$ cat src/hw/rtl/assert_macros.svh
// Assertion helpers shared by the RTL. The clock is clk and the reset is arst_n.
`ifndef ASSERT_MACROS_SVH
`define ASSERT_MACROS_SVH

// The consequent must hold in the same cycle as the antecedent.
`define ASSERT_IMP(lbl, ante, cons) \
	lbl: assert property (@(posedge clk) disable iff (!arst_n) (ante) |-> (cons)) \
		else $error("assertion failed");

// The consequent must hold in the cycle after the antecedent.
`define ASSERT_NXT(lbl, ante, cons) \
	lbl: assert property (@(posedge clk) disable iff (!arst_n) (ante) |=> (cons)) \
		else $error("assertion failed");

`endif

$ cat src/hw/rtl/rpcm_pkg.sv
package rpcm_pkg;

	localparam int CHAN_W    = 2;
	localparam int TS_W      = 16;
	localparam int MS_W      = 32;
	localparam int CFG_W     = 16;
	localparam int CFG_IDX_W = 3;
	localparam int CNT_W     = 3;
	localparam int UNIT_W    = 32;

	localparam logic [CNT_W-1:0] CNT_MAX = 3'd7;

	localparam int DEF_NUM_CHANNELS  = 4;
	localparam int DEF_TIMEIN_PULSES = 4;
	localparam int DEF_TIMER_BITS    = 16;

	localparam logic [CFG_W-1:0] RST_CHAN_MIN   = 16'd1000;
	localparam logic [CFG_W-1:0] RST_CHAN_MAX   = 16'd2000;
	localparam logic [CFG_W-1:0] RST_PULSE_MIN  = 16'd900;
	localparam logic [CFG_W-1:0] RST_PULSE_MAX  = 16'd2100;
	localparam logic [CFG_W-1:0] RST_PERIOD_MIN = 16'd2500;
	localparam logic [CFG_W-1:0] RST_PERIOD_MAX = 16'd25000;
	localparam logic [CFG_W-1:0] RST_QUIET      = 16'd25;
	localparam logic [CFG_W-1:0] RST_LOSS       = 16'd100;

	typedef enum logic [CFG_IDX_W-1:0] {
		REG_CHAN_MIN   = 3'd0,
		REG_CHAN_MAX   = 3'd1,
		REG_PULSE_MIN  = 3'd2,
		REG_PULSE_MAX  = 3'd3,
		REG_PERIOD_MIN = 3'd4,
		REG_PERIOD_MAX = 3'd5,
		REG_QUIET      = 3'd6,
		REG_LOSS       = 3'd7
	} cfg_reg_t;

	typedef struct packed {
		logic [CFG_W-1:0] chan_min_us;
		logic [CFG_W-1:0] chan_max_us;
		logic [CFG_W-1:0] pulse_abs_min_us;
		logic [CFG_W-1:0] pulse_abs_max_us;
		logic [CFG_W-1:0] period_min_us;
		logic [CFG_W-1:0] period_max_us;
		logic [CFG_W-1:0] quiet_reset_ms;
		logic [CFG_W-1:0] loss_timeout_ms;
	} cfg_t;

	typedef struct packed {
		logic [UNIT_W-1:0] diff;
		logic              borrow;
	} alu_res_t;

	typedef enum logic [3:0] {
		S_IDLE,
		S_EDGE,
		S_E_PULSE,
		S_E_PERIOD,
		S_E_CHK_PMIN,
		S_E_CHK_PMAX,
		S_E_CHK_QMIN,
		S_E_CHK_QMAX,
		S_T_GAP,
		S_T_LOST,
		S_T_LO,
		S_T_HI,
		S_OUT
	} state_t;

endpackage

$ cat src/hw/rtl/rpcm_alu.sv
module rpcm_alu (
	input  logic [rpcm_pkg::UNIT_W-1:0] a,
	input  logic [rpcm_pkg::UNIT_W-1:0] b,
	output rpcm_pkg::alu_res_t          res
);
	import rpcm_pkg::*;

	logic [UNIT_W:0] full;

	// The borrow out of the subtraction is the unsigned a < b compare.
	assign full       = {1'b0, a} - {1'b0, b};
	assign res.diff   = full[UNIT_W-1:0];
	assign res.borrow = full[UNIT_W];

endmodule

$ cat src/hw/rtl/rpcm_core.sv
`include "assert_macros.svh"

module rpcm_core #(
	parameter int NUM_CHANNELS  = rpcm_pkg::DEF_NUM_CHANNELS,
	parameter int TIMEIN_PULSES = rpcm_pkg::DEF_TIMEIN_PULSES,
	parameter int TIMER_BITS    = rpcm_pkg::DEF_TIMER_BITS
) (
	input  logic                         clk,
	input  logic                         arst_n,
	input  rpcm_pkg::cfg_t               cfg,
	input  logic                         in_valid,
	output logic                         in_stall,
	input  logic                         cmd,
	input  logic [rpcm_pkg::CHAN_W-1:0]  chan_sel,
	input  logic                         pin_level,
	input  logic [rpcm_pkg::TS_W-1:0]    edge_time_us,
	input  logic [rpcm_pkg::MS_W-1:0]    now_ms,
	output logic                         out_valid,
	input  logic                         out_stall,
	output logic [rpcm_pkg::CHAN_W-1:0]  chan_out,
	output logic [rpcm_pkg::CFG_W-1:0]   chan_value_us,
	output logic                         chan_lost,
	output logic                         pulse_captured,
	output logic                         last_result
);
	import rpcm_pkg::*;

	localparam int CH_W = (NUM_CHANNELS > 1) ? $clog2(NUM_CHANNELS) : 1;
	localparam logic [CH_W-1:0]   LAST_CH = CH_W'(NUM_CHANNELS - 1);
	localparam logic [CHAN_W:0]   NCH     = (CHAN_W + 1)'(NUM_CHANNELS);
	localparam logic [CNT_W-1:0]  TIMEIN  = CNT_W'(TIMEIN_PULSES);

	state_t state_q, state_d;

	logic [CH_W-1:0]       c_q;
	logic                  cmd_q;
	logic                  lvl_q;
	logic [TS_W-1:0]       t_q;
	logic [MS_W-1:0]       now_q;
	logic [TIMER_BITS-1:0] pulse_q;
	logic [TIMER_BITS-1:0] period_q;
	logic                  ok_q;
	logic                  lo_q;
	logic [MS_W-1:0]       gap_q;
	logic                  cap_q;

	logic              prev_q  [NUM_CHANNELS];
	logic [TS_W-1:0]   rise_q  [NUM_CHANNELS];
	logic [TS_W-1:0]   fall_q  [NUM_CHANNELS];
	logic              pend_q  [NUM_CHANNELS];
	logic [CFG_W-1:0]  ppulse_q[NUM_CHANNELS];
	logic [CFG_W-1:0]  value_q [NUM_CHANNELS];
	logic              lost_q  [NUM_CHANNELS];
	logic [CNT_W-1:0]  cnt_q   [NUM_CHANNELS];
	logic [MS_W-1:0]   last_q  [NUM_CHANNELS];

	logic              out_valid_q;
	logic [CHAN_W-1:0] chan_out_q;
	logic [CFG_W-1:0]  value_out_q;
	logic              lost_out_q;
	logic              cap_out_q;
	logic              last_out_q;

	logic [UNIT_W-1:0] op_a, op_b;
	alu_res_t          alu;
	logic              accept;
	logic              out_load;
	logic              is_last;
	logic              in_range;
	logic [CNT_W-1:0]  cnt_inc;
	logic              timein_hit;
	logic              still_lost;

	rpcm_alu u_alu (
		.a   (op_a),
		.b   (op_b),
		.res (alu)
	);

	assign in_range   = {1'b0, chan_sel} < NCH;
	assign is_last    = !cmd_q || (c_q == LAST_CH);
	assign cnt_inc    = (cnt_q[c_q] == CNT_MAX) ? cnt_q[c_q] : cnt_q[c_q] + 3'd1;
	assign timein_hit = cnt_inc >= TIMEIN;
	assign still_lost = lost_q[c_q] && !(pend_q[c_q] && timein_hit);

	always_comb begin
		state_d = state_q;
		unique case (state_q)
			S_IDLE: begin
				if (accept) begin
					if (cmd) begin
						state_d = S_T_GAP;
					end else if (in_range) begin
						state_d = S_EDGE;
					end
				end
			end
			S_EDGE: begin
				if (lvl_q == prev_q[c_q] || lvl_q) begin
					state_d = S_OUT;
				end else begin
					state_d = S_E_PULSE;
				end
			end
			S_E_PULSE:    state_d = S_E_PERIOD;
			S_E_PERIOD:   state_d = S_E_CHK_PMIN;
			S_E_CHK_PMIN: state_d = S_E_CHK_PMAX;
			S_E_CHK_PMAX: state_d = S_E_CHK_QMIN;
			S_E_CHK_QMIN: state_d = S_E_CHK_QMAX;
			S_E_CHK_QMAX: state_d = S_OUT;
			S_T_GAP:      state_d = S_T_LOST;
			S_T_LOST:     state_d = still_lost ? S_OUT : S_T_LO;
			S_T_LO:       state_d = pend_q[c_q] ? S_T_HI : S_OUT;
			S_T_HI:       state_d = S_OUT;
			S_OUT: begin
				if (out_load) begin
					state_d = is_last ? S_IDLE : S_T_GAP;
				end
			end
			default:      state_d = S_IDLE;
		endcase
	end

	always_comb begin
		in_stall = (state_q != S_IDLE);
		accept   = in_valid && (state_q == S_IDLE);
		out_load = (state_q == S_OUT) && (!out_valid_q || !out_stall);
		op_a     = '0;
		op_b     = '0;
		unique case (state_q)
			S_E_PULSE: begin
				op_a = UNIT_W'(t_q);
				op_b = UNIT_W'(rise_q[c_q]);
			end
			S_E_PERIOD: begin
				op_a = UNIT_W'(t_q);
				op_b = UNIT_W'(fall_q[c_q]);
			end
			S_E_CHK_PMIN: begin
				op_a = UNIT_W'(pulse_q);
				op_b = UNIT_W'(cfg.pulse_abs_min_us);
			end
			S_E_CHK_PMAX: begin
				op_a = UNIT_W'(cfg.pulse_abs_max_us);
				op_b = UNIT_W'(pulse_q);
			end
			S_E_CHK_QMIN: begin
				op_a = UNIT_W'(period_q);
				op_b = UNIT_W'(cfg.period_min_us);
			end
			S_E_CHK_QMAX: begin
				op_a = UNIT_W'(cfg.period_max_us);
				op_b = UNIT_W'(period_q);
			end
			S_T_GAP: begin
				op_a = UNIT_W'(now_q);
				op_b = UNIT_W'(last_q[c_q]);
			end
			S_T_LOST: begin
				op_a = UNIT_W'(gap_q);
				op_b = UNIT_W'(cfg.quiet_reset_ms);
			end
			S_T_LO: begin
				if (pend_q[c_q]) begin
					op_a = UNIT_W'(ppulse_q[c_q]);
					op_b = UNIT_W'(cfg.chan_min_us);
				end else begin
					op_a = UNIT_W'(gap_q);
					op_b = UNIT_W'(cfg.loss_timeout_ms);
				end
			end
			S_T_HI: begin
				op_a = UNIT_W'(cfg.chan_max_us);
				op_b = UNIT_W'(ppulse_q[c_q]);
			end
			default: begin
				op_a = '0;
				op_b = '0;
			end
		endcase
	end

	always_ff @(posedge clk or negedge arst_n) begin
		if (!arst_n) begin
			state_q <= S_IDLE;
		end else begin
			state_q <= state_d;
		end
	end

	always_ff @(posedge clk) begin
		unique case (state_q)
			S_IDLE: begin
				if (accept) begin
					cmd_q <= cmd;
					lvl_q <= pin_level;
					t_q   <= edge_time_us;
					now_q <= now_ms;
					cap_q <= 1'b0;
					c_q   <= cmd ? '0 : chan_sel[CH_W-1:0];
				end
			end
			S_E_PULSE:    pulse_q  <= alu.diff[TIMER_BITS-1:0];
			S_E_PERIOD:   period_q <= alu.diff[TIMER_BITS-1:0];
			S_E_CHK_PMIN: ok_q     <= !alu.borrow;
			S_E_CHK_PMAX: ok_q     <= ok_q && !alu.borrow;
			S_E_CHK_QMIN: ok_q     <= ok_q && !alu.borrow;
			S_E_CHK_QMAX: cap_q    <= ok_q && !alu.borrow;
			S_T_GAP:      gap_q    <= alu.diff[MS_W-1:0];
			S_T_LO:       lo_q     <= alu.borrow;
			S_OUT: begin
				if (out_load && !is_last) begin
					c_q <= c_q + 1'b1;
				end
			end
			default: begin
			end
		endcase
	end

	always_ff @(posedge clk or negedge arst_n) begin
		if (!arst_n) begin
			for (int i = 0; i < NUM_CHANNELS; i++) begin
				prev_q[i]   <= 1'b0;
				rise_q[i]   <= '0;
				fall_q[i]   <= '0;
				pend_q[i]   <= 1'b0;
				ppulse_q[i] <= '0;
				value_q[i]  <= '0;
				lost_q[i]   <= 1'b1;
				cnt_q[i]    <= '0;
				last_q[i]   <= '0;
			end
		end else begin
			unique case (state_q)
				S_EDGE: begin
					if (lvl_q && !prev_q[c_q]) begin
						rise_q[c_q] <= t_q;
						prev_q[c_q] <= 1'b1;
					end
				end
				S_E_CHK_QMAX: begin
					if (ok_q && !alu.borrow) begin
						pend_q[c_q]   <= 1'b1;
						ppulse_q[c_q] <= pulse_q[CFG_W-1:0];
					end
					fall_q[c_q] <= t_q;
					prev_q[c_q] <= 1'b0;
				end
				S_T_LOST: begin
					if (lost_q[c_q]) begin
						if (pend_q[c_q]) begin
							cnt_q[c_q] <= cnt_inc;
							if (timein_hit) begin
								lost_q[c_q] <= 1'b0;
							end else begin
								pend_q[c_q]   <= 1'b0;
								ppulse_q[c_q] <= '0;
								last_q[c_q]   <= now_q;
							end
						end else if (cnt_q[c_q] != '0 && !alu.borrow) begin
							cnt_q[c_q]  <= '0;
							last_q[c_q] <= now_q;
						end
					end
				end
				S_T_LO: begin
					if (!pend_q[c_q] && !alu.borrow) begin
						lost_q[c_q]  <= 1'b1;
						value_q[c_q] <= '0;
						last_q[c_q]  <= now_q;
						cnt_q[c_q]   <= '0;
					end
				end
				S_T_HI: begin
					if (lo_q) begin
						value_q[c_q] <= cfg.chan_min_us;
					end else if (alu.borrow) begin
						value_q[c_q] <= cfg.chan_max_us;
					end else begin
						value_q[c_q] <= ppulse_q[c_q];
					end
					pend_q[c_q]   <= 1'b0;
					ppulse_q[c_q] <= '0;
					last_q[c_q]   <= now_q;
				end
				default: begin
				end
			endcase
		end
	end

	always_ff @(posedge clk or negedge arst_n) begin
		if (!arst_n) begin
			out_valid_q <= 1'b0;
		end else if (out_load) begin
			out_valid_q <= 1'b1;
		end else if (!out_stall) begin
			out_valid_q <= 1'b0;
		end
	end

	always_ff @(posedge clk) begin
		if (out_load) begin
			chan_out_q  <= CHAN_W'(c_q);
			value_out_q <= value_q[c_q];
			lost_out_q  <= lost_q[c_q];
			cap_out_q   <= cap_q;
			last_out_q  <= is_last;
		end
	end

	assign out_valid      = out_valid_q;
	assign chan_out       = chan_out_q;
	assign chan_value_us  = value_out_q;
	assign chan_lost      = lost_out_q;
	assign pulse_captured = cap_out_q;
	assign last_result    = last_out_q;

	`ASSERT_IMP(a_lost_reads_zero, out_valid_q && lost_out_q, value_out_q == '0)
	`ASSERT_IMP(a_capture_only_on_edge, out_valid_q && cap_out_q, last_out_q)
	`ASSERT_NXT(a_last_returns_idle, out_load && is_last, state_q == S_IDLE)

endmodule

$ cat src/hw/rtl/rc_pwm_pulse_capture_monitor.sv
// RC PWM pulse capture monitor with time-in and loss failsafe.
// The input channel (in_valid/in_stall) carries either a pin edge event (cmd 0)
// or a periodic update tick (cmd 1). The block takes one transaction at a time
// and holds in_stall high until every result of that transaction is in the
// output register. An edge event on a channel beyond the configured count
// gives no result; any other edge event gives one result, and a tick gives one
// result per channel, channel 0 first, with last_result on the final one.
// The subtractions and limit compares all run through one shared
// subtract-and-compare unit stepped by a sequencer. A rising or repeated edge
// goes from the edge check straight to the output register; a falling edge
// first forms the pulse width and the period and checks each against its two
// limits. A tick steps each channel through the gap and time-in checks and,
// as its state needs, the loss or low-clamp check and the high-clamp check.
// The output register holds a result while out_stall is high, and the
// sequencer waits at that point until the result is taken.
// Reset clears per-channel capture state, marks each channel lost with value 0
// and loads the default limits. Configuration writes (cfg_we) apply at once;
// the user must make them only while the block is idle; no logic enforces it.
module rc_pwm_pulse_capture_monitor #(
	parameter int NUM_CHANNELS  = rpcm_pkg::DEF_NUM_CHANNELS,
	parameter int TIMEIN_PULSES = rpcm_pkg::DEF_TIMEIN_PULSES,
	parameter int TIMER_BITS    = rpcm_pkg::DEF_TIMER_BITS
) (
	input  logic                           clk,
	input  logic                           arst_n,
	input  logic                           cfg_we,
	input  logic [rpcm_pkg::CFG_IDX_W-1:0] cfg_index,
	input  logic [rpcm_pkg::CFG_W-1:0]     cfg_wdata,
	input  logic                           in_valid,
	output logic                           in_stall,
	input  logic                           cmd,
	input  logic [rpcm_pkg::CHAN_W-1:0]    chan_sel,
	input  logic                           pin_level,
	input  logic [rpcm_pkg::TS_W-1:0]      edge_time_us,
	input  logic [rpcm_pkg::MS_W-1:0]      now_ms,
	output logic                           out_valid,
	input  logic                           out_stall,
	output logic [rpcm_pkg::CHAN_W-1:0]    chan_out,
	output logic [rpcm_pkg::CFG_W-1:0]     chan_value_us,
	output logic                           chan_lost,
	output logic                           pulse_captured,
	output logic                           last_result
);
	import rpcm_pkg::*;

	cfg_t cfg_q;

	always_ff @(posedge clk or negedge arst_n) begin
		if (!arst_n) begin
			cfg_q.chan_min_us      <= RST_CHAN_MIN;
			cfg_q.chan_max_us      <= RST_CHAN_MAX;
			cfg_q.pulse_abs_min_us <= RST_PULSE_MIN;
			cfg_q.pulse_abs_max_us <= RST_PULSE_MAX;
			cfg_q.period_min_us    <= RST_PERIOD_MIN;
			cfg_q.period_max_us    <= RST_PERIOD_MAX;
			cfg_q.quiet_reset_ms   <= RST_QUIET;
			cfg_q.loss_timeout_ms  <= RST_LOSS;
		end else if (cfg_we) begin
			unique case (cfg_reg_t'(cfg_index))
				REG_CHAN_MIN:   cfg_q.chan_min_us      <= cfg_wdata;
				REG_CHAN_MAX:   cfg_q.chan_max_us      <= cfg_wdata;
				REG_PULSE_MIN:  cfg_q.pulse_abs_min_us <= cfg_wdata;
				REG_PULSE_MAX:  cfg_q.pulse_abs_max_us <= cfg_wdata;
				REG_PERIOD_MIN: cfg_q.period_min_us    <= cfg_wdata;
				REG_PERIOD_MAX: cfg_q.period_max_us    <= cfg_wdata;
				REG_QUIET:      cfg_q.quiet_reset_ms   <= cfg_wdata;
				REG_LOSS:       cfg_q.loss_timeout_ms  <= cfg_wdata;
				default:        cfg_q.loss_timeout_ms  <= cfg_wdata;
			endcase
		end
	end

	rpcm_core #(
		.NUM_CHANNELS  (NUM_CHANNELS),
		.TIMEIN_PULSES (TIMEIN_PULSES),
		.TIMER_BITS    (TIMER_BITS)
	) u_core (
		.clk            (clk),
		.arst_n         (arst_n),
		.cfg            (cfg_q),
		.in_valid       (in_valid),
		.in_stall       (in_stall),
		.cmd            (cmd),
		.chan_sel       (chan_sel),
		.pin_level      (pin_level),
		.edge_time_us   (edge_time_us),
		.now_ms         (now_ms),
		.out_valid      (out_valid),
		.out_stall      (out_stall),
		.chan_out       (chan_out),
		.chan_value_us  (chan_value_us),
		.chan_lost      (chan_lost),
		.pulse_captured (pulse_captured),
		.last_result    (last_result)
	);

endmodule

$ cat config.mk
export PLATFORM = sky130hd
export DESIGN_NAME = rc_pwm_pulse_capture_monitor
export DESIGN_NICKNAME = d
export VERILOG_FILES = /design/src/hw/rtl/rpcm_pkg.sv /design/src/hw/rtl/rpcm_alu.sv /design/src/hw/rtl/rpcm_core.sv /design/src/hw/rtl/rc_pwm_pulse_capture_monitor.sv
export VERILOG_INCLUDE_DIRS = /design/src /design/src/hw/rtl
export SDC_FILE = /design/constraint.sdc
export NUM_CORES = 1
export LEC_CHECK = 0
export BUFFER_PORTS_ARGS = -buffer_cell sky130_fd_sc_hd__buf_2
export CORE_UTILIZATION = 45
export CTS_CLUSTER_SIZE = 10
export DETAILED_ROUTE_END_ITERATION = 10
export GPL_TIMING_DRIVEN = 0
export PLACE_DENSITY_LB_ADDON = 0.08
export SKIP_CTS_REPAIR_TIMING = 1
export SYNTH_ARGS = -nofsm -noshare
export SYNTH_HDL_FRONTEND = slang
export SYNTH_SLANG_ARGS = --single-unit
$ cat constraint.sdc
create_clock -name clk -period 15.15 [get_ports clk]
set_clock_uncertainty 0.05 [all_clocks]
set_input_delay 4.545 -clock clk [delete_from_list [all_inputs] [get_ports clk]]
set_output_delay 4.545 -clock clk [all_outputs]
set_load 0.05 [all_outputs]
==> results.py, run 1 <==
metrics = {
    "drt": {
        "drc": 0,
        "viasPerCell": 6.15,
        "drtAntennaViolNets": 0,
        "routedWlPerCell_microns": 28.9,
        "via_count": 21400,
        "firstDrtPassIters": 9,
        "dr.first_iter.drc_count": 2326,
        "wirelength_microns": 101000,
    },
    "finish": {
        "drive_above_1_share": 0.313,
        "area_growth_pct": 13.2,
        "final_common_cell": "dfrtp_1",
        "final_cells": 3479,
        "final_cell_mix": "dfrtp_1 (500), mux2_2 (373), edfxtp_1 (140)",
        "nNetsFinal": 2595,
    },
    "grt": {
        "grt_overflow": 0,
        "antenna_found_initial": 4,
        "grt_pass1_wl_microns": 147000,
        "grt_use_total": 0.283,
        "grt_pass1_vias": 21400,
        "grt_max_degree": 121,
    },
    "outcome": {
        "status": "complete, no violations",
    },
    "timing": {
        "period_minus_slack_ps": 7880,
        "relSlewSlack": 0.120,
        "slew_viol_final": 0,
        "setup_tns_ps": 0,
        "fmax_ghz": 0.127,
        "tightest_slew_ps": 1320,
        "period_share": 0.520,
        "finalSetupViolations": 0,
        "hold_viol_final": 0,
        "rsz0062_at_grt": "false",
        "whs_ps": 417,
    },
    "clocking": {
        "htree_levels": 3,
        "clk_path_buf_depth": 3,
        "root_buffer": "clkbuf_16",
        "path_clk_slew_ps": 60,
        "clkLatencyLatePin_ps": 630,
        "cts_sinks": 681,
        "cts_tree": "done",
        "numCtsBuffers": 80,
    },
    "floorplanning": {
        "die_h_microns": 268,
        "die-area_sq_um": 71900,
        "rows": 97,
        "die_width_microns": 268,
        "core_sq_um": 70000,
        "io_pins": 99,
        "initial_core_util": 0.455,
    },
    "setup_path": {
        "required_ps": 15600,
        "cp-start-kind": "flop",
        "crit_fanout": 10,
        "setup.worst_path.start": "u_core.c_q[1]",
        "crit_end": "u_core.last_q[41]",
        "r2r-end": "u_core.last_q[41]",
        "worstPathArrival_ps": 8320,
        "end_kind": "flop",
        "r2r_slack_ps": 7270,
        "worstReg2RegStart": "u_core.c_q[1]",
        "crit_type": "reg -> reg",
        "worstRegToRegCells": 18,
    },
    "synthesis": {
        "seq_area_frac_synth": 0.558,
        "ys_ff_latch": 681,
        "yosysWarningCount": 0,
        "synthDistinctLibCells": 65,
        "syn_inst": 2291,
        "synth_edf_count": 140,
        "ys_async_sr_fraction": 0.794,
        "synth_top_flop_cell": "dfrtp_1",
        "syn_avg_cell_area_sq_um": 13.9,
        "synth_nets": 2411,
        "syn_area_sq_um": 31900,
    },
    "power": {
        "leakage_nw": 15.4,
        "power_density_nw_per_um2": 225,
        "irDropWorstVdd_mv": 0.209,
    },
    "worst_hold_path": {
        "hp-class": "reg -> reg",
        "min_from": "u_core.cap_q",
    },
    "run": {
        "cap_violations": 0,
    },
    "place": {
        "gp_congestion": 0.997,
        "io_buffers": 94,
        "place_inst": 3333,
        "dpl.hpwl_microns": 72300,
    },
}
## through the flow
step	utilization	setup slack [ps]	power [W]	area (sq um)
2_1_floorplan	-	8730	0.00511	31900
3_3_place_gp	0.479	-1450	0.00625	33500
3_5_place_dp	0.482	7240	0.00632	33700
4_1_cts	0.515	7210	0.00811	36100
5_1_grt	0.515	6850	0.00848	36100
6_report	0.515	7270	0.00812	36100
## synth_stat cells (41+ instances only)
cell type	number	area, sq um
clkbuf_1	88	330
mux2_2	373	4200
a22oi_1	51	383
dfrtp_1	500	12500
a21oi_1	44	220
mux2i_1	65	651
o21ai_0	59	295
dfstp_2	41	1080
o2bb2ai_1	65	569
nand2_1	136	510
ha_1	43	538
mux4_2	106	2390
edfxtp_1	140	4200
a221o_1	65	651
nor2_1	127	477
## where the power goes
group	total, W	internal, W	switching, W
logic	0.00353	0.00138	0.00214
registers	0.00282	0.00253	0.000288
clock network	0.00177	0.00101	0.000765
## sequential cells by signal (all words and copies together) (netlist names), 32 cells and up, named ones only
signal / flops
cfg_q: 128
u_core.ppulse_q: 64
u_core.gap_q: 32
u_core.value_q: 64
u_core.fall_q: 64
u_core.rise_q: 64
u_core.last_q: 128
u_core.now_q: 32
## how the worst min path moves through the flow
stage / end / slack [ps] / depth (start not counted)
3_3_place_gp: u_core.pulse_captured / 400 / 0
5_1_grt: u_core.pulse_captured / 420 / 0
4_1_cts: u_core.pulse_captured / 410 / 0
6_report: u_core.pulse_captured / 420 / 0
2_1_floorplan: u_core.pulse_captured / 350 / 0
3_5_place_dp: u_core.pulse_captured / 410 / 0
## logic make-up after synthesis
kind of cell               Yosys count  synth area share
xor gates and xnor gates            29           0.00797
DFF                                681             0.558
muxes                              567             0.239
AOI/OAI and AO/OA                  422             0.102
buffers and inverters              179            0.0252
adders and majority gates           44            0.0175
and+or+nand+nor                    369            0.0506
## worst max-delay path: stages, from the launching register on
cell,delay [ps]
edfxtp_1,610
buf_1,670
clkbuf_1,780
buf_1,1020
mux4_2,440
mux2i_1,490
nor2_1,120
o21ai_0,340
fa_1,330
a211oi_1,130
nor3_1,150
o21ai_1,170
nand2_1,150
o21ai_1,120
a31oi_1,720
a41o_1,590
nand2_2,240
buf_4,270
mux2_1,320
## per-layer routing
layer | routed length, microns | up-vias | track usage
met2 | 45700 | 885 | 0.430
met5 | 0 | - | 0
met3 | 7480 | 183 | 0.0586
met4 | 3430 | 0 | 0.0962
met1 | 43900 | 11200 | 0.405
li1 | - | 9130 | -
## cell type report
type                    instances  area, sq um
diodes                          3         7.51
plain buffers                 154          709
clock buffers                 133         2230
clock inverters                10         96.3
fillers                      6062        33900
inverters                      25         96.3
multi-input cells            1431        13300
flip-flops and latches        681        17800
well taps                     940         1180
repair buffers                102          681
Power figures use the tool's default switching activity.
==> run 2: changes to the inputs <==
ABC_AREA = 1   (was default)
clock period = 6.9 ns   (was 15.15 ns; I/O delays follow)
==> results.py, run 2 <==
metrics = {
    "clocking": {
        "clkLatencyLatePin_ps": 660,
        "htree_levels": 3,
        "clk_path_buf_depth": 3,
        "root_buffer": "clkbuf_16",
        "numCtsBuffers": 83,
        "path_clk_slew_ps": 60,
        "cts_tree": "done",
        "cts_sinks": 681,
    },
    "power": {
        "clockPowerShare": 0.185,
        "pwr-share-comb": 0.527,
        "leakage_nw": 18.3,
        "internal_power_w": 0.0116,
        "p_seq_frac": 0.289,
        "power_w": 0.0231,
        "p_sw_frac": 0.501,
        "power_density_nw_per_um2": 582,
        "irDropWorstVdd_mv": 0.493,
        "p_sw_w": 0.0116,
    },
    "worst_hold_path": {
        "min_from": "u_core.cap_q",
        "hp-class": "reg -> reg",
        "min_to": "u_core.pulse_captured",
        "min_path_cells": 0,
    },
    "outcome": {
        "violations": "design-rule violations, max-capacitance violations, max-slew violations",
        "status": "finished, violations left",
    },
    "finish": {
        "final_cell_mix": "nand2_1 (1,360), o21ai_0 (576), dfrtp_1 (500)",
        "multi_input_area_sq_um": 15100,
        "final_common_cell": "nand2_1",
        "nFillCells": 7718,
        "final_area_sq_um": 39800,
        "top_regs": "cfg_q x128, u_core.last_q x128",
        "area_growth_pct": 13.1,
        "drive_above_1_share": 0.0847,
        "final_cells": 5659,
        "seq_area_sq_um": 17800,
        "nNetsFinal": 4671,
    },
    "setup_path": {
        "r2r-end": "u_core.last_q[119]",
        "worstRegToRegCells": 25,
        "worstPathArrival_ps": 7360,
        "worstReg2RegStart": "u_core.c_q[0]",
        "cp-start-kind": "flop",
        "r2r_slack_ps": 30,
        "end_kind": "flop",
        "crit_type": "reg -> reg",
        "crit_fanout": 10,
        "required_ps": 7380,
    },
    "drt": {
        "via_count": 33600,
        "dr.first_iter.drc_count": 4187,
        "wl_met2_microns": 65600,
        "drtAntennaViolNets": 0,
        "routedWlPerCell_microns": 26.2,
        "firstDrtPassIters": 9,
        "wirelength_microns": 148000,
        "drc": 2,
        "routed.top_layer": "met4",
        "wl_met1_microns": 59800,
        "met3_length_microns": 13800,
        "viasPerCell": 5.93,
    },
    "timing": {
        "period_minus_slack_ps": 6870,
        "relSlewSlack": -0.0228,
        "hold_viol_final": 0,
        "fmax_ghz": 0.146,
        "finalSetupViolations": 0,
        "worst_slack_ps": 27.6,
        "slew_viol_final": 11,
        "rsz0062_at_grt": "false",
        "tightest_slew_ps": 1530,
        "setup_tns_ps": 0,
        "period_share": 0.996,
    },
    "synthesis": {
        "ys_async_sr_fraction": 0.794,
        "synthDistinctLibCells": 61,
        "syn_avg_cell_area_sq_um": 8.07,
        "syn_inst": 4360,
        "netlist_top_cells_area": "dfrtp_1 (36%), nand2_1 (15%), edfxtp_1 (12%), o21ai_0 (8.2%), nand3_1 (5.0%)",
        "synth_commonest_cells": "nand2_1 (1,360), o21ai_0 (576), dfrtp_1 (500)",
        "synth_top_area_cell": "dfrtp_1",
        "yosysWarningCount": 0,
        "syn_area_sq_um": 35200,
        "yosysTopAreaCellShare": 0.356,
        "synth_top_flop_cell": "dfrtp_1",
        "yosysMostFrequentCell": "nand2_1",
        "synth_nets": 4480,
        "ys_ff_latch": 681,
        "seq_area_frac_synth": 0.506,
        "synth_edf_count": 140,
    },
    "grt": {
        "grt_use_total": 0.375,
        "grt_pass1_vias": 31800,
        "grt_pass1_wl_microns": 215000,
        "antenna_found_initial": 2,
        "grt_max_degree": 117,
        "grt_overflow": 0,
    },
    "place": {
        "pre_cts_ws_ps": 364,
        "postPlaceCellArea_sq_um": 37200,
        "dpl.hpwl_microns": 109000,
        "io_buffers": 98,
        "gp_congestion": 1.02,
        "place_inst": 5506,
    },
    "floorplanning": {
        "io_pins": 99,
        "rows": 102,
        "core_sq_um": 77300,
        "die_width_microns": 282,
        "die_h_microns": 282,
        "die-area_sq_um": 79300,
        "initial_core_util": 0.455,
    },
    "run": {
        "cap_violations": 1,
    },
}
run 2: cell count changes after synthesis, moves of 41 or more:
cell / before / now
clkbuf_1: 88 / 192
nand3_1: 33 / 350
inv_1: 23 / 229
o21ai_0: 59 / 576
o22ai_1: 6 / 60
mux2_2: 373 / 0
nand4_1: 7 / 48
a221o_1: 65 / 0
a21oi_1: 44 / 191
o2bb2ai_1: 65 / 0
nor2_1: 127 / 221
mux4_2: 106 / 0
mux2i_1: 65 / 0
nand2_1: 136 / 1360
run 2: critical path, stage by stage (launching register included):
cell and delay [ps]:
edfxtp_1 670, buf_4 290, buf_2 430, buf_2 370
clkbuf_1 790, o21ai_0 250, nand3_1 140, nand2_1 90
nor3_1 610, o2111ai_1 370, nand2_1 150, ha_1 250
nand2_1 100, nor2_1 110, nand3_1 90, nand2_2 130
nand2_1 80, nand2_2 140, nand2_2 80, nand2_4 180
nand2_2 100, a21oi_4 410, nand4_4 410, buf_6 300
nand2_1 60, nand2_1 50
run 2: power groups by stage:
stage / clock [W] / sequential (W) / combinational, W
6_report: 0.00427 / 0.00668 / 0.0122
4_1_cts: 0.00431 / 0.00664 / 0.0118
3_3_place_gp: 0 / 0.00670 / 0.0117
5_1_grt: 0.00447 / 0.00678 / 0.0131
2_1_floorplan: 0 / 0.00637 / 0.00750
3_5_place_dp: 0 / 0.00669 / 0.0118
run 2: layout make-up:
class,instances,area share
multi-input cells,3144,0.379
flip-flops and latches,681,0.447
well taps,1040,0.0327
clock inverters,11,0.00462
diodes,4,0.000252
plain buffers,283,0.0346
inverters,252,0.0238
clock buffers,138,0.0602
repair buffers,106,0.0174
run 2: cells by family after synthesis:
kind of cell	after synthesis	share of synthesized area
compound gates	1031	0.164
xor+xnor	27	0.00672
fa+ha+maj	44	0.0159
buf+inv	535	0.0660
flops	681	0.506
simple gates	2042	0.241
run 2: worst max-delay path by stage:
stage | from | to | slack (ps)
2_1_floorplan | in_valid | u_core.cmd_q | 2170
3_3_place_gp | arst_n | u_core.last_q[53] | -8220
3_5_place_dp | u_core.c_q[0] | u_core.last_q[122] | 360
4_1_cts | u_core.c_q[0] | u_core.last_q[119] | 360
5_1_grt | u_core.c_q[0] | u_core.last_q[125] | 0.8
6_report | u_core.c_q[0] | u_core.last_q[119] | 30
run 2: through the flow:
step	util	hold slack, ps
after floorplan	-	350
after global placement	0.478	374
after detailed placement	0.481	374
after CTS	0.514	391
after global routing	0.514	398
final	0.514	389
run 2: routing by layer:
metal,up-vias,track usage
met2,1703,0.569
met3,376,0.0805
li1,15100,-
met5,-,0
met1,16400,0.494
met4,0,0.219
